### src/sv/bilinear_calibration_map_assert.svh
// Assertion macros for the bilinear calibration map
`ifndef BILINEAR_CALIBRATION_MAP_ASSERT_SVH
`define BILINEAR_CALIBRATION_MAP_ASSERT_SVH
// same-cycle implication
`define BCM_ASSERT_NOW(lbl, ante, cons, msg) \
	lbl: assert property (@(posedge clk) disable iff (!arst_n) (ante) |-> (cons)) \
		else $error(msg);
// next-cycle implication
`define BCM_ASSERT_NEXT(lbl, ante, cons, msg) \
	lbl: assert property (@(posedge clk) disable iff (!arst_n) (ante) |=> (cons)) \
		else $error(msg);
`endif

### src/sv/bcm_pkg.sv
// Shared codes, state types and constants of the bilinear calibration map
`timescale 1ns / 1ps
package bcm_pkg;
	localparam int FRAC_BITS = 16;
	localparam logic [16:0] FRAC_ONE = 17'h10000;
	localparam logic [4:0] BLEND_CYCLES = 5'd18;

	typedef enum logic [1:0] {OP_LOOKUP, OP_CELL, OP_XPT, OP_YPT} op_t;
	typedef enum logic [1:0] {ST_OK, ST_INDEX, ST_LIMIT} status_t;
	typedef enum logic [1:0] {
		REG_COL_COUNT, REG_ROW_COUNT, REG_LOW_LIMIT, REG_HIGH_LIMIT
	} reg_t;
	typedef enum logic [2:0] {L_IDLE, L_RD0, L_RDN, L_CHKN, L_SCAN, L_DIV} loc_state_t;
	typedef enum logic [2:0] {S_IDLE, S_LOC, S_RD, S_BL1, S_BL2, S_OUT} seq_state_t;
endpackage

### src/sv/bcm_blend.sv
// Shift-add blend of two values by a Q1.16 fraction, truncating toward zero
`timescale 1ns / 1ps
module bcm_blend (
	input  logic                clk,
	input  logic                arst_n,
	input  logic                start,
	input  logic signed [31:0]  a,
	input  logic signed [31:0]  b,
	input  logic [16:0]         f,
	output logic                busy,
	output logic signed [31:0]  result
);
	logic signed [51:0] acc_q;
	logic signed [51:0] m_q;
	logic signed [51:0] quot;
	logic [16:0]        f_q;
	logic [4:0]         cnt_q;
	logic signed [31:0] result_q;

	assign busy   = cnt_q != 5'd0;
	assign result = result_q;
	assign quot   = acc_q >>> bcm_pkg::FRAC_BITS;

	always_ff @(posedge clk or negedge arst_n) begin
		if (!arst_n) begin
			cnt_q <= '0;
		end else if (start) begin
			cnt_q <= bcm_pkg::BLEND_CYCLES;
		end else if (cnt_q != 5'd0) begin
			cnt_q <= cnt_q - 1'b1;
		end
	end

	always_ff @(posedge clk) begin
		if (start) begin
			acc_q <= 52'(a) <<< bcm_pkg::FRAC_BITS;
			m_q   <= 52'(b) - 52'(a);
			f_q   <= f;
		end else if (cnt_q > 5'd1) begin
			if (f_q[0]) acc_q <= acc_q + m_q;
			m_q <= m_q <<< 1;
			f_q <= f_q >> 1;
		end else if (cnt_q == 5'd1) begin
			if (acc_q[51] && (acc_q[15:0] != 16'd0)) begin
				result_q <= 32'(quot + 52'sd1);
			end else begin
				result_q <= 32'(quot);
			end
		end
	end
endmodule
### config.mk
export PLATFORM = sky130hd
export DESIGN_NAME = bcm_blend
export DESIGN_NICKNAME = d
export VERILOG_FILES = /design/src/sv/bilinear_calibration_map_assert.svh /design/src/sv/bcm_pkg.sv /design/src/sv/bcm_blend.sv
export SDC_FILE = /design/constraint.sdc
export NUM_CORES = 1
export LEC_CHECK = 0
export BUFFER_PORTS_ARGS = -buffer_cell sky130_fd_sc_hd__buf_4
export CELL_PAD_IN_SITES_DETAIL_PLACEMENT = 2
export CELL_PAD_IN_SITES_GLOBAL_PLACEMENT = 2
export CORE_MARGIN = 2
export CORE_UTILIZATION = 38
export CTS_BUF_LIST = sky130_fd_sc_hd__clkbuf_8 sky130_fd_sc_hd__clkbuf_16
export CTS_CLUSTER_DIAMETER = 80
export DETAILED_ROUTE_END_ITERATION = 10
export PLACE_DENSITY_LB_ADDON = 0.12
export SLEW_MARGIN = 25
export SYNTH_ARGS = -nofsm -noshare
export SYNTH_HDL_FRONTEND = slang
export SYNTH_SLANG_ARGS = --single-unit
### constraint.sdc
create_clock -name clk -period 7.7 [get_ports clk]
set_input_delay 0.385 -clock clk [delete_from_list [all_inputs] [get_ports clk]]
set_output_delay 0.385 -clock clk [all_outputs]
set_load 0.05 [all_outputs]
==> flow_metrics.tcl <==
set metrics [dict create \
    yosys_warnings 0 \
    vias 9711 \
    powerDensity_nw_per_um2 284 \
    synthDistinctLibCells 79 \
    first_global_vias 10300 \
    layout_commonest_cell "edfxtp_1" \
    cts.clk_slew.worst_paths_ns 0.07 \
    viasPerCell 5.79 \
    hold_buffers 1 \
    yosys.area_share.simple_pct 14.1 \
    arrival_ns 3.86 \
    cap_violations 0 \
    antenna_found_initial 0 \
    async_flop_share_pct 3.16 \
    ys.flop_type "edfxtp_1" \
    finalNonFillerCells 1678 \
    numCtsBuffers 17 \
    core.rowCount 63 \
    synth-seq-cells 158 \
    gp_congestion 0.865 \
    cp-start-kind "primary input" \
    min_path_type "primary input to flop" \
    firstDrtPassIters 5 \
    final_cell_mix "137 x edfxtp_1, 123 x buf_4, 107 x nand2_1" \
    synth-xor-area-share_pct 7.10 \
    synth_mux_area_share_pct 3.47 \
    die_width_um 177 \
    setup_viol 0 \
    status "completed" \
    clock_sinks 158 \
    hold_viol_final 0 \
    yosysSeqAreaShare_pct 40.2 \
    wirelength_um 39300 \
    drive_gt1_share_pct 16.5 \
    grt_pass1_wl_um 60600 \
    crit_chain "buf_4 > ha_1 > fa_1 > nor2b_1 > o21ai_0 > nand2b_1 > a211oi_1 > o311ai_1 > a31oi_2 > o211ai_2 > a41o_1 > o21ai_0" \
    start_util_pct 38.4 \
    rsz0062_at_grt "false" \
    h-tree-depth 4 \
    cpMostUsedCell "o21ai_0" \
    gr-usage-all-layers_pct 25.5 \
    num_io_pins 117 \
    place_inst 1645 \
    worstSetupPathType "primary input to flop" \
    synth_top_family_by_area "compound AO/OA/AOI/OAI gates" \
    syn_area_sq_um 11400 \
    cp_slowest_cell "a41o_1" \
    clk_path_buf_depth 2 \
    numPortBuffers 116 \
    gr-total-overflow 0 \
    peakVddDrop_uv 146 \
    synth-compound-area-share_pct 20.5 \
    fmax_mhz 268 \
    die_y_um 177 \
    fin_crit_sh_pct 48.5 \
    clk_latency_ns 0.44 \
    cts_root_buffer "clkbuf_16" \
    synthCells 1185 \
    synth_edf_count 137 \
    fin_skew_ns 0.0176 \
    cts_resized 0 \
    die-area_sq_um 31300 \
    drv_slew 0 \
    dp.final_hpwl_um 29600 \
    relSlewSlack_pct 35.1 \
    grt_max_degree 71 \
    worstSetupEndpointType "flop" \
    drc 0 \
    finalSetupTns_ns 0 \
    fin_nets 1448 \
    drtAntennaViolNets 0 \
    synthAdderAreaFrac_pct 9.83 \
    worstMarginPinSlew_ns 0.973 \
    required_ns 7.82 \
    drt-wirelength-per-cell_um 23.4 \
    post_cts.repair.setup_buffers 0 \
    synth_nets 1357 \
    p_leak_nw 5.51 \
    diodes 0 \
    initialDrtViolationCount 611 \
    synth.avg_cell_area_sq_um 9.58 \
    cts_tree "built" \
    crit_fanout 20 \
    slowest_delay_ns 0.75 \
    coreArea_sq_um 29600 \
    period_needed_ns 3.73 \
    synthToLayoutAreaGrowth_pct 15.7 \
]
[worst max-delay path: cells and delay by family]
kind | cells | cell delay (ns)
AO/OA/AOI/OAI | 7 | 2.37
buffers and inverters | 1 | 0.11
adder cells (fa/ha/maj) | 2 | 0.66
AND/OR/NAND/NOR | 2 | 0.32
[per-layer routing]
| metal | vias to the layer above | track usage (%) | part of all wire [%] |
|---|---|---|---|
| met5 | - | 0 | 0 |
| met4 | 0 | 7.61 | 2.1 |
| met3 | 44 | 4.15 | 4.7 |
| met2 | 222 | 41.9 | 47 |
| met1 | 4871 | 34.6 | 46 |
| li1 | 4574 | - | - |
[logic make-up (layout without fill, tap and decap cells)]
logic type,count (synthesis),after routing
AO/OA/AOI/OAI,350,350
AND/OR/NAND/NOR,321,321
flip-flops,158,158
buffers and inverters,141,244
XOR/XNOR,92,92
adder cells (fa/ha/maj),88,88
multiplexers,35,35
[final timing paths]
kind                                  end  cells past startpoint  slack (ns)       from
worst max-delay path              m_q[32]                     12        3.97       a[0]
worst min-delay path              f_q[16]                      2        0.24      f[16]
worst max register to register  acc_q[42]                     11        4.09     m_q[0]
worst min register to register  acc_q[11]                      2        0.49  acc_q[11]
max in group asynchronous        cnt_q[0]                      2        7.32     arst_n
min in group asynchronous        cnt_q[4]                      2        0.27     arst_n
[metrics by stage]
stage	hold WS, ns	utilization, %	power (mW)	setup slack, ns	instance area, sq um
final	0.244	44.4	3.73	3.97	13100
after global routing	0.245	44.4	3.95	3.75	13100
after CTS	0.229	44.3	3.72	3.96	13100
after detailed placement	0.192	42.5	2.87	3.50	12600
after global placement	0.193	42.5	2.83	3.69	12600
after floorplan	0.0894	-	2.39	1.31	11400
[state kept, by name (all words and copies together) (netlist names)]
signal / count
acc_q: 52
m_q: 52
cnt_q: 5
result: 32
f_q: 17
[synth_stat cells, types with 11 or more instances]
| cell type | instances | share of area, % |
|---|---|---|
| a21o_1 | 46 | 3.0 |
| o21ai_0 | 62 | 2.7 |
| edfxtp_1 | 137 | 36 |
| nand4_1 | 36 | 2.0 |
| o21a_1 | 12 | 0.79 |
| or3_1 | 11 | 0.61 |
| xnor2_1 | 59 | 4.6 |
| and3_1 | 12 | 0.66 |
| o22ai_1 | 22 | 1.2 |
| clkbuf_1 | 36 | 1.2 |
| dfxtp_1 | 16 | 2.8 |
| nor3_1 | 23 | 1.0 |
| a21oi_1 | 96 | 4.2 |
| nor2_1 | 49 | 1.6 |
| inv_1 | 87 | 2.9 |
| mux2_2 | 35 | 3.5 |
| ha_1 | 86 | 9.5 |
| o21bai_1 | 22 | 1.5 |
| nand2_1 | 107 | 3.5 |
| xor2_1 | 33 | 2.5 |
| nand3_1 | 34 | 1.5 |
| o31ai_1 | 15 | 0.99 |
[where the power goes]
group | switching, mW | leakage, nW | internal (mW)
Combinational | 0.965 | 3.65 | 0.628
Sequential | 0.166 | 1.62 | 1.13
Clock | 0.415 | 0.250 | 0.417
[final cells by class]
type / count / area (sq um)
well taps: 390 / 488
clock inverters: 14 / 110
clock buffers: 17 / 425
repair buffers: 125 / 961
flip-flops and latches: 158 / 4560
inverters: 88 / 330
multi-input cells: 886 / 6260
fillers: 3200 / 16400
(Power assumes the default switching activity.)
