--- src/sv/bilinear_calibration_map_assert.svh ---
// Assertion macros for the bilinear calibration map
`ifndef BILINEAR_CALIBRATION_MAP_ASSERT_SVH
`define BILINEAR_CALIBRATION_MAP_ASSERT_SVH
// same-cycle implication
`define BCM_ASSERT_NOW(lbl, ante, cons, msg) \
	lbl: assert property (@(posedge clk) disable iff (!arst_n) (ante) |-> (cons)) \
		else $error(msg);
// next-cycle implication
`define BCM_ASSERT_NEXT(lbl, ante, cons, msg) \
	lbl: assert property (@(posedge clk) disable iff (!arst_n) (ante) |=> (cons)) \
		else $error(msg);
`endif

--- src/sv/bcm_pkg.sv ---
// Shared codes, state types and constants of the bilinear calibration map
`timescale 1ns / 1ps
package bcm_pkg;
	localparam int FRAC_BITS = 16;
	localparam logic [16:0] FRAC_ONE = 17'h10000;
	localparam logic [4:0] BLEND_CYCLES = 5'd18;

	typedef enum logic [1:0] {OP_LOOKUP, OP_CELL, OP_XPT, OP_YPT} op_t;
	typedef enum logic [1:0] {ST_OK, ST_INDEX, ST_LIMIT} status_t;
	typedef enum logic [1:0] {
		REG_COL_COUNT, REG_ROW_COUNT, REG_LOW_LIMIT, REG_HIGH_LIMIT
	} reg_t;
	typedef enum logic [2:0] {L_IDLE, L_RD0, L_RDN, L_CHKN, L_SCAN, L_DIV} loc_state_t;
	typedef enum logic [2:0] {S_IDLE, S_LOC, S_RD, S_BL1, S_BL2, S_OUT} seq_state_t;
endpackage

--- src/sv/bcm_locate.sv ---
// Axis store, breakpoint scan and bit-serial fraction divider for one axis
`timescale 1ns / 1ps
module bcm_locate #(
	parameter int AP = 16,
	parameter int AW = 4,
	parameter int CW = 5
) (
	input  logic                 clk,
	input  logic                 arst_n,
	input  logic                 we,
	input  logic [AW-1:0]        waddr,
	input  logic signed [31:0]   wdata,
	input  logic                 start,
	input  logic [CW-1:0]        count,
	input  logic signed [31:0]   query,
	output logic                 busy,
	output logic [AW-1:0]        cell_idx,
	output logic [16:0]          frac
);
	logic signed [31:0] pts [AP];
	logic signed [31:0] rdata_q;
	logic signed [31:0] v_q;
	logic signed [31:0] lo_q;
	logic signed [33:0] rem_q;
	logic signed [33:0] span_q;
	logic signed [33:0] span_now;
	logic signed [33:0] rem2;
	logic               ge;
	logic               pass;
	logic [14:0]        quo_q;
	logic [3:0]         bit_q;
	logic [AW-1:0]      k_q;
	logic [AW-1:0]      last;
	logic [AW-1:0]      raddr;
	logic [AW-1:0]      cell_q;
	logic [16:0]        frac_q;
	bcm_pkg::loc_state_t state_q, state_d;

	assign last     = AW'(count - 1'b1);
	assign span_now = 34'(rdata_q) - 34'(lo_q);
	assign pass     = (k_q != last) && (rdata_q <= v_q);
	assign rem2     = rem_q <<< 1;
	assign ge       = rem2 >= span_q;
	assign busy     = state_q != bcm_pkg::L_IDLE;
	assign cell_idx = cell_q;
	assign frac     = frac_q;

	always_ff @(posedge clk or negedge arst_n) begin
		if (!arst_n) begin
			state_q <= bcm_pkg::L_IDLE;
		end else begin
			state_q <= state_d;
		end
	end

	always_comb begin
		state_d = state_q;
		raddr   = '0;
		unique case (state_q)
			bcm_pkg::L_IDLE: begin
				if (start) state_d = bcm_pkg::L_RD0;
			end
			bcm_pkg::L_RD0: begin
				state_d = bcm_pkg::L_RDN;
			end
			bcm_pkg::L_RDN: begin
				raddr   = last;
				state_d = (v_q <= rdata_q) ? bcm_pkg::L_IDLE : bcm_pkg::L_CHKN;
			end
			bcm_pkg::L_CHKN: begin
				raddr   = k_q;
				state_d = (v_q >= rdata_q) ? bcm_pkg::L_IDLE : bcm_pkg::L_SCAN;
			end
			bcm_pkg::L_SCAN: begin
				if (pass) begin
					raddr = k_q + 1'b1;
				end else begin
					state_d = (span_now > 0) ? bcm_pkg::L_DIV : bcm_pkg::L_IDLE;
				end
			end
			bcm_pkg::L_DIV: begin
				if (bit_q == 4'd0) state_d = bcm_pkg::L_IDLE;
			end
			default: state_d = bcm_pkg::L_IDLE;
		endcase
	end

	always_ff @(posedge clk) begin
		if (we) pts[waddr] <= wdata;
		rdata_q <= pts[raddr];
	end

	always_ff @(posedge clk) begin
		unique case (state_q)
			bcm_pkg::L_IDLE: begin
				if (start) begin
					v_q <= query;
					k_q <= AW'(1);
				end
			end
			bcm_pkg::L_RDN: begin
				lo_q <= rdata_q;
				if (v_q <= rdata_q) begin
					cell_q <= '0;
					frac_q <= '0;
				end
			end
			bcm_pkg::L_CHKN: begin
				if (v_q >= rdata_q) begin
					cell_q <= last - 1'b1;
					frac_q <= bcm_pkg::FRAC_ONE;
				end
			end
			bcm_pkg::L_SCAN: begin
				if (pass) begin
					lo_q <= rdata_q;
					k_q  <= k_q + 1'b1;
				end else begin
					cell_q <= k_q - 1'b1;
					frac_q <= '0;
					rem_q  <= 34'(v_q) - 34'(lo_q);
					span_q <= span_now;
					bit_q  <= 4'(bcm_pkg::FRAC_BITS - 1);
				end
			end
			bcm_pkg::L_DIV: begin
				rem_q <= ge ? rem2 - span_q : rem2;
				quo_q <= {quo_q[13:0], ge};
				bit_q <= bit_q - 1'b1;
				if (bit_q == 4'd0) frac_q <= {1'b0, quo_q, ge};
			end
			default: ;
		endcase
	end
endmodule

--- config.mk ---
export PLATFORM = sky130hd
export DESIGN_NAME = bcm_locate
export DESIGN_NICKNAME = d
export VERILOG_FILES = /design/src/sv/bilinear_calibration_map_assert.svh /design/src/sv/bcm_pkg.sv /design/src/sv/bcm_locate.sv
export SDC_FILE = /design/constraint.sdc
export NUM_CORES = 1
export LEC_CHECK = 0
export ABC_CLOCK_PERIOD_IN_PS = 6500
export BUFFER_PORTS_ARGS = -buffer_cell sky130_fd_sc_hd__buf_2
export CORE_UTILIZATION = 39
export DETAILED_ROUTE_END_ITERATION = 10
export PLACE_DENSITY = 0.62
export SYNTH_ARGS = -nofsm -noshare
export SYNTH_HDL_FRONTEND = slang
export SYNTH_SLANG_ARGS = --single-unit
--- constraint.sdc ---
create_clock -name clk -period 6.5 [get_ports clk]
set_input_delay 0.325 -clock clk [delete_from_list [all_inputs] [get_ports clk]]
set_output_delay 0.325 -clock clk [all_outputs]
set_load 0.02 [all_outputs]
==> results.md <==
* Met3 Usage GRT at 2.563%
* Main combinational cell family by area after synthesis: compound AO/OA/AOI/OAI gates
* DR iter-0 viols at 2005
* Netlist Area Pre-Place at 33830 um^2
* CTS Root Cell: clkbuf_16
* Sequential cell area at 21320 um^2
* Antenna violations before repair at 5
* Max VDD drop at 0.0002238 V
* Yosys top cell area share at 60.89%
* Number of buffers added on ports at 97
* Critical path type: reg -> reg
* Post-synthesis cell type count at 81
* Final WL at 90.00 mm
* Core ar. at 85550 um^2
* Postcts setup bufs at 0
* Total of warnings raised by yosys at 0
* I/O pins at 99
* Initial Utilization at 39.55%
* CTS max path bufs at 3
* Layout fillers at 7517
* Total design power at 17610 uW
* Synth-to-layout area growth at 14.11%
* Period utilization at 76.26%
* Vias in the first global route at 22550
* Post-route ant nets at 0
* Static leakage at 0.01434 uW
* Rel. slew slack at 20.18%
* R2r setup slk at 1.54 ns
* Slew @ Worst Pin at 1.197 ns
* Critical Path End Type: flop
* GP Congestion at 0.9498
* Synth Flop Type: edfxtp_1
* Pre-antenna DRT Iters at 5
* Total Routing Usage GR at 20.30%
* Total Neg Setup Slack at 0 ns
* Seq cells post-synth at 721
* RSZ-0062 raised after global routing: no
* Pins over their slew limit at 0
* CTS tree: built
* Max-cap violations at 0
* Area of the multi-input gates at 11690 um^2
* Simple-gate share of the synthesized area at 9.327%
* Avg WL per Cell at 22.33 um
* Layout net count at 3039
* Mux contribution to synthesized area at 2.075%
* Hold/Removal Path Class: in -> async
* Placed instance count at 3859
* Reg clk slew, reported paths at 0.06 ns
* Largest net degree at the start of global routing at 103
* Area of placed instances at 35820 um^2
* Final Cell Area at 38610 um^2
* Via/cell ratio at 5.673
* Crit path max fanout at 89
* Setup Viol. Count Final at 0
* Fmax at 0.2017 GHz
* Die X at 296.5 um
* Worst r2r dst: rdata_q[12]$_DFF_P_
* Fraction of synthesized cell area in xor and xnor cells at 2.086%
* DRC Markers at 0
* CTS Buf Count at 75
* Layout cells sized above 1 at 10.61%
* Critical Path RT at 6.95 ns
* Met2 Usage GRT at 35.20%
* Reg2reg start: rdata_q[31]$_DFF_P_
* Compound-gate portion of the synthesized area at 15.27%
* Site row count at 107
* GRT busiest layer: met2
* Hold_buf cts at 33
* DR vias at 22870
* R2R cell count at 13
* Post_cts resized at 0
* Most numerous cell in the Yosys netlist: edfxtp_1
* Die Y at 296.5 um
* Synth cell count leaders: 686 x edfxtp_1, 224 x a21oi_1, 147 x nand2_1, 138 x a21o_1, 135 x inv_1
* Count of final hold-check violations at 0
* H-tree depth at 3
* Post-synth EDFFs at 686
* Synth Area in Adders at 5.133%
* Sequential area share after synthesis at 63.01%
* Die ar. at 87930 um^2
* Main area contributors after synthesis: edfxtp_1 61%, ha_1 5.0%, a21oi_1 3.3%, a21o_1 3.1%, a31oi_1 2.2%
* DP Wirelength at 56.69 mm
* Clock period minus worst slack at 4.957 ns
* Clk_skew at 0.02743 ns
* Status: finished, final reports clean
* Grt total ovfl at 0
* Post-synth ARST share at 0.4161%
* Syn Nets at 2920
* Met1 GRT Util at 26.00%
* First-pass GRT wire length at 135.2 mm
* Startpoint type of the worst setup path: flop
* Mapped Avg Cell Area at 12.50 um^2
* Post-Layout Cell Count at 4031
* Cell accounting for the most synthesized area: edfxtp_1
* Worst path arrival time at 5.41 ns
* P per Cell Area at 456.1 nW/um^2
* Clock tree sinks at 721
* Cells after Synth at 2706
* Fin Hold WS at 0.06296 ns
* Clk Latency, worst-skew pair at 0.63 ns
[placed cells by master, fill, tap and decap left out, drive strengths merged, types with 26 or more instances in the layout]
cell type    instances
ha                 134
and3                69
dlygate4sd3         33
xor2                38
nand2b              26
nor3                67
nand3               55
mux2i               69
edfxtp             686
inv                139
a21oi              225
o21ai              129
o22ai               35
clkbuf             104
dfxtp               32
a31oi              119
a21o               138
or4                 34
nor2               110
nand2              147
a211oi              58
xnor2               40
buf                142
[worst max-delay path, stage by stage (launching register included)]
cell and delay, ns:
dfxtp_1 0.44, inv_1 0.07, ha_1 0.42, nand4_1 0.23, or3_1 0.44, or2_1 0.25, a31oi_1 0.20, o21ai_1 0.18
a21oi_4 0.37, nand2_4 0.66, buf_4 0.56, a31oi_1 0.23, nor3_1 0.10, or4_1 0.60
[registers in the layout (all words and copies together) (netlist names), 4 cells and up]
signal,flops
bit_q,4
cell_idx,4
frac,17
k_q,4
lo_q,32
pts,512
quo_q,15
rdata_q,32
rem_q,33
span_q,33
v_q,32
[metal layers]
metal | vias to the layer above | routed length (um)
li1 | 10640 | -
met1 | 11340 | 37920
met2 | 725 | 44560
met3 | 160 | 4790
met4 | 6 | 2684
met5 | - | 36
[metrics by stage]
step / util, % / setup slack [ns]
after floorplan: - / 1.480
after global placement: 41.87 / 1.606
after detailed placement: 41.87 / 1.572
after CTS: 45.12 / 1.552
after global routing: 45.12 / 1.324
final: 45.13 / 1.543
[layout make-up]
type	instances	area share [%]
clock inverter	33	0.8264
tap	1144	3.708
timing repair buffer	175	3.118
clock buffer	104	5.519
antenna	2	0.01296
sequential	721	55.21
multi-input combinational	1716	30.28
inverter	136	1.322
[kinds of logic after synthesis]
logic type,count (synthesis)
AO/OA/AOI/OAI,816
flip-flops,721
AND/OR/NAND/NOR,614
buffers and inverters,269
adder cells (fa/ha/maj),137
XOR/XNOR,79
multiplexers,70
[worst max-delay path by stage]
stage	start	to	slack, ns	cells after the start
detailed placement	rdata_q[31]$_DFF_P_	rdata_q[12]$_DFF_P_	1.57	13
floorplan	v_q[19]$_DFFE_PP_	bit_q[0]$_SDFFCE_PN1P_	1.48	8
finish	rdata_q[31]$_DFF_P_	rdata_q[12]$_DFF_P_	1.54	13
global placement	rdata_q[31]$_DFF_P_	rdata_q[12]$_DFF_P_	1.61	13
global route	rdata_q[31]$_DFF_P_	rdata_q[12]$_DFF_P_	1.32	13
CTS	rdata_q[31]$_DFF_P_	rdata_q[12]$_DFF_P_	1.55	13
[power by group]
part,switching (uW),internal [uW]
clock network,1790,2470
logic,4540,2600
registers,358,5850
Note: power is estimated with default switching activity, not from simulation.
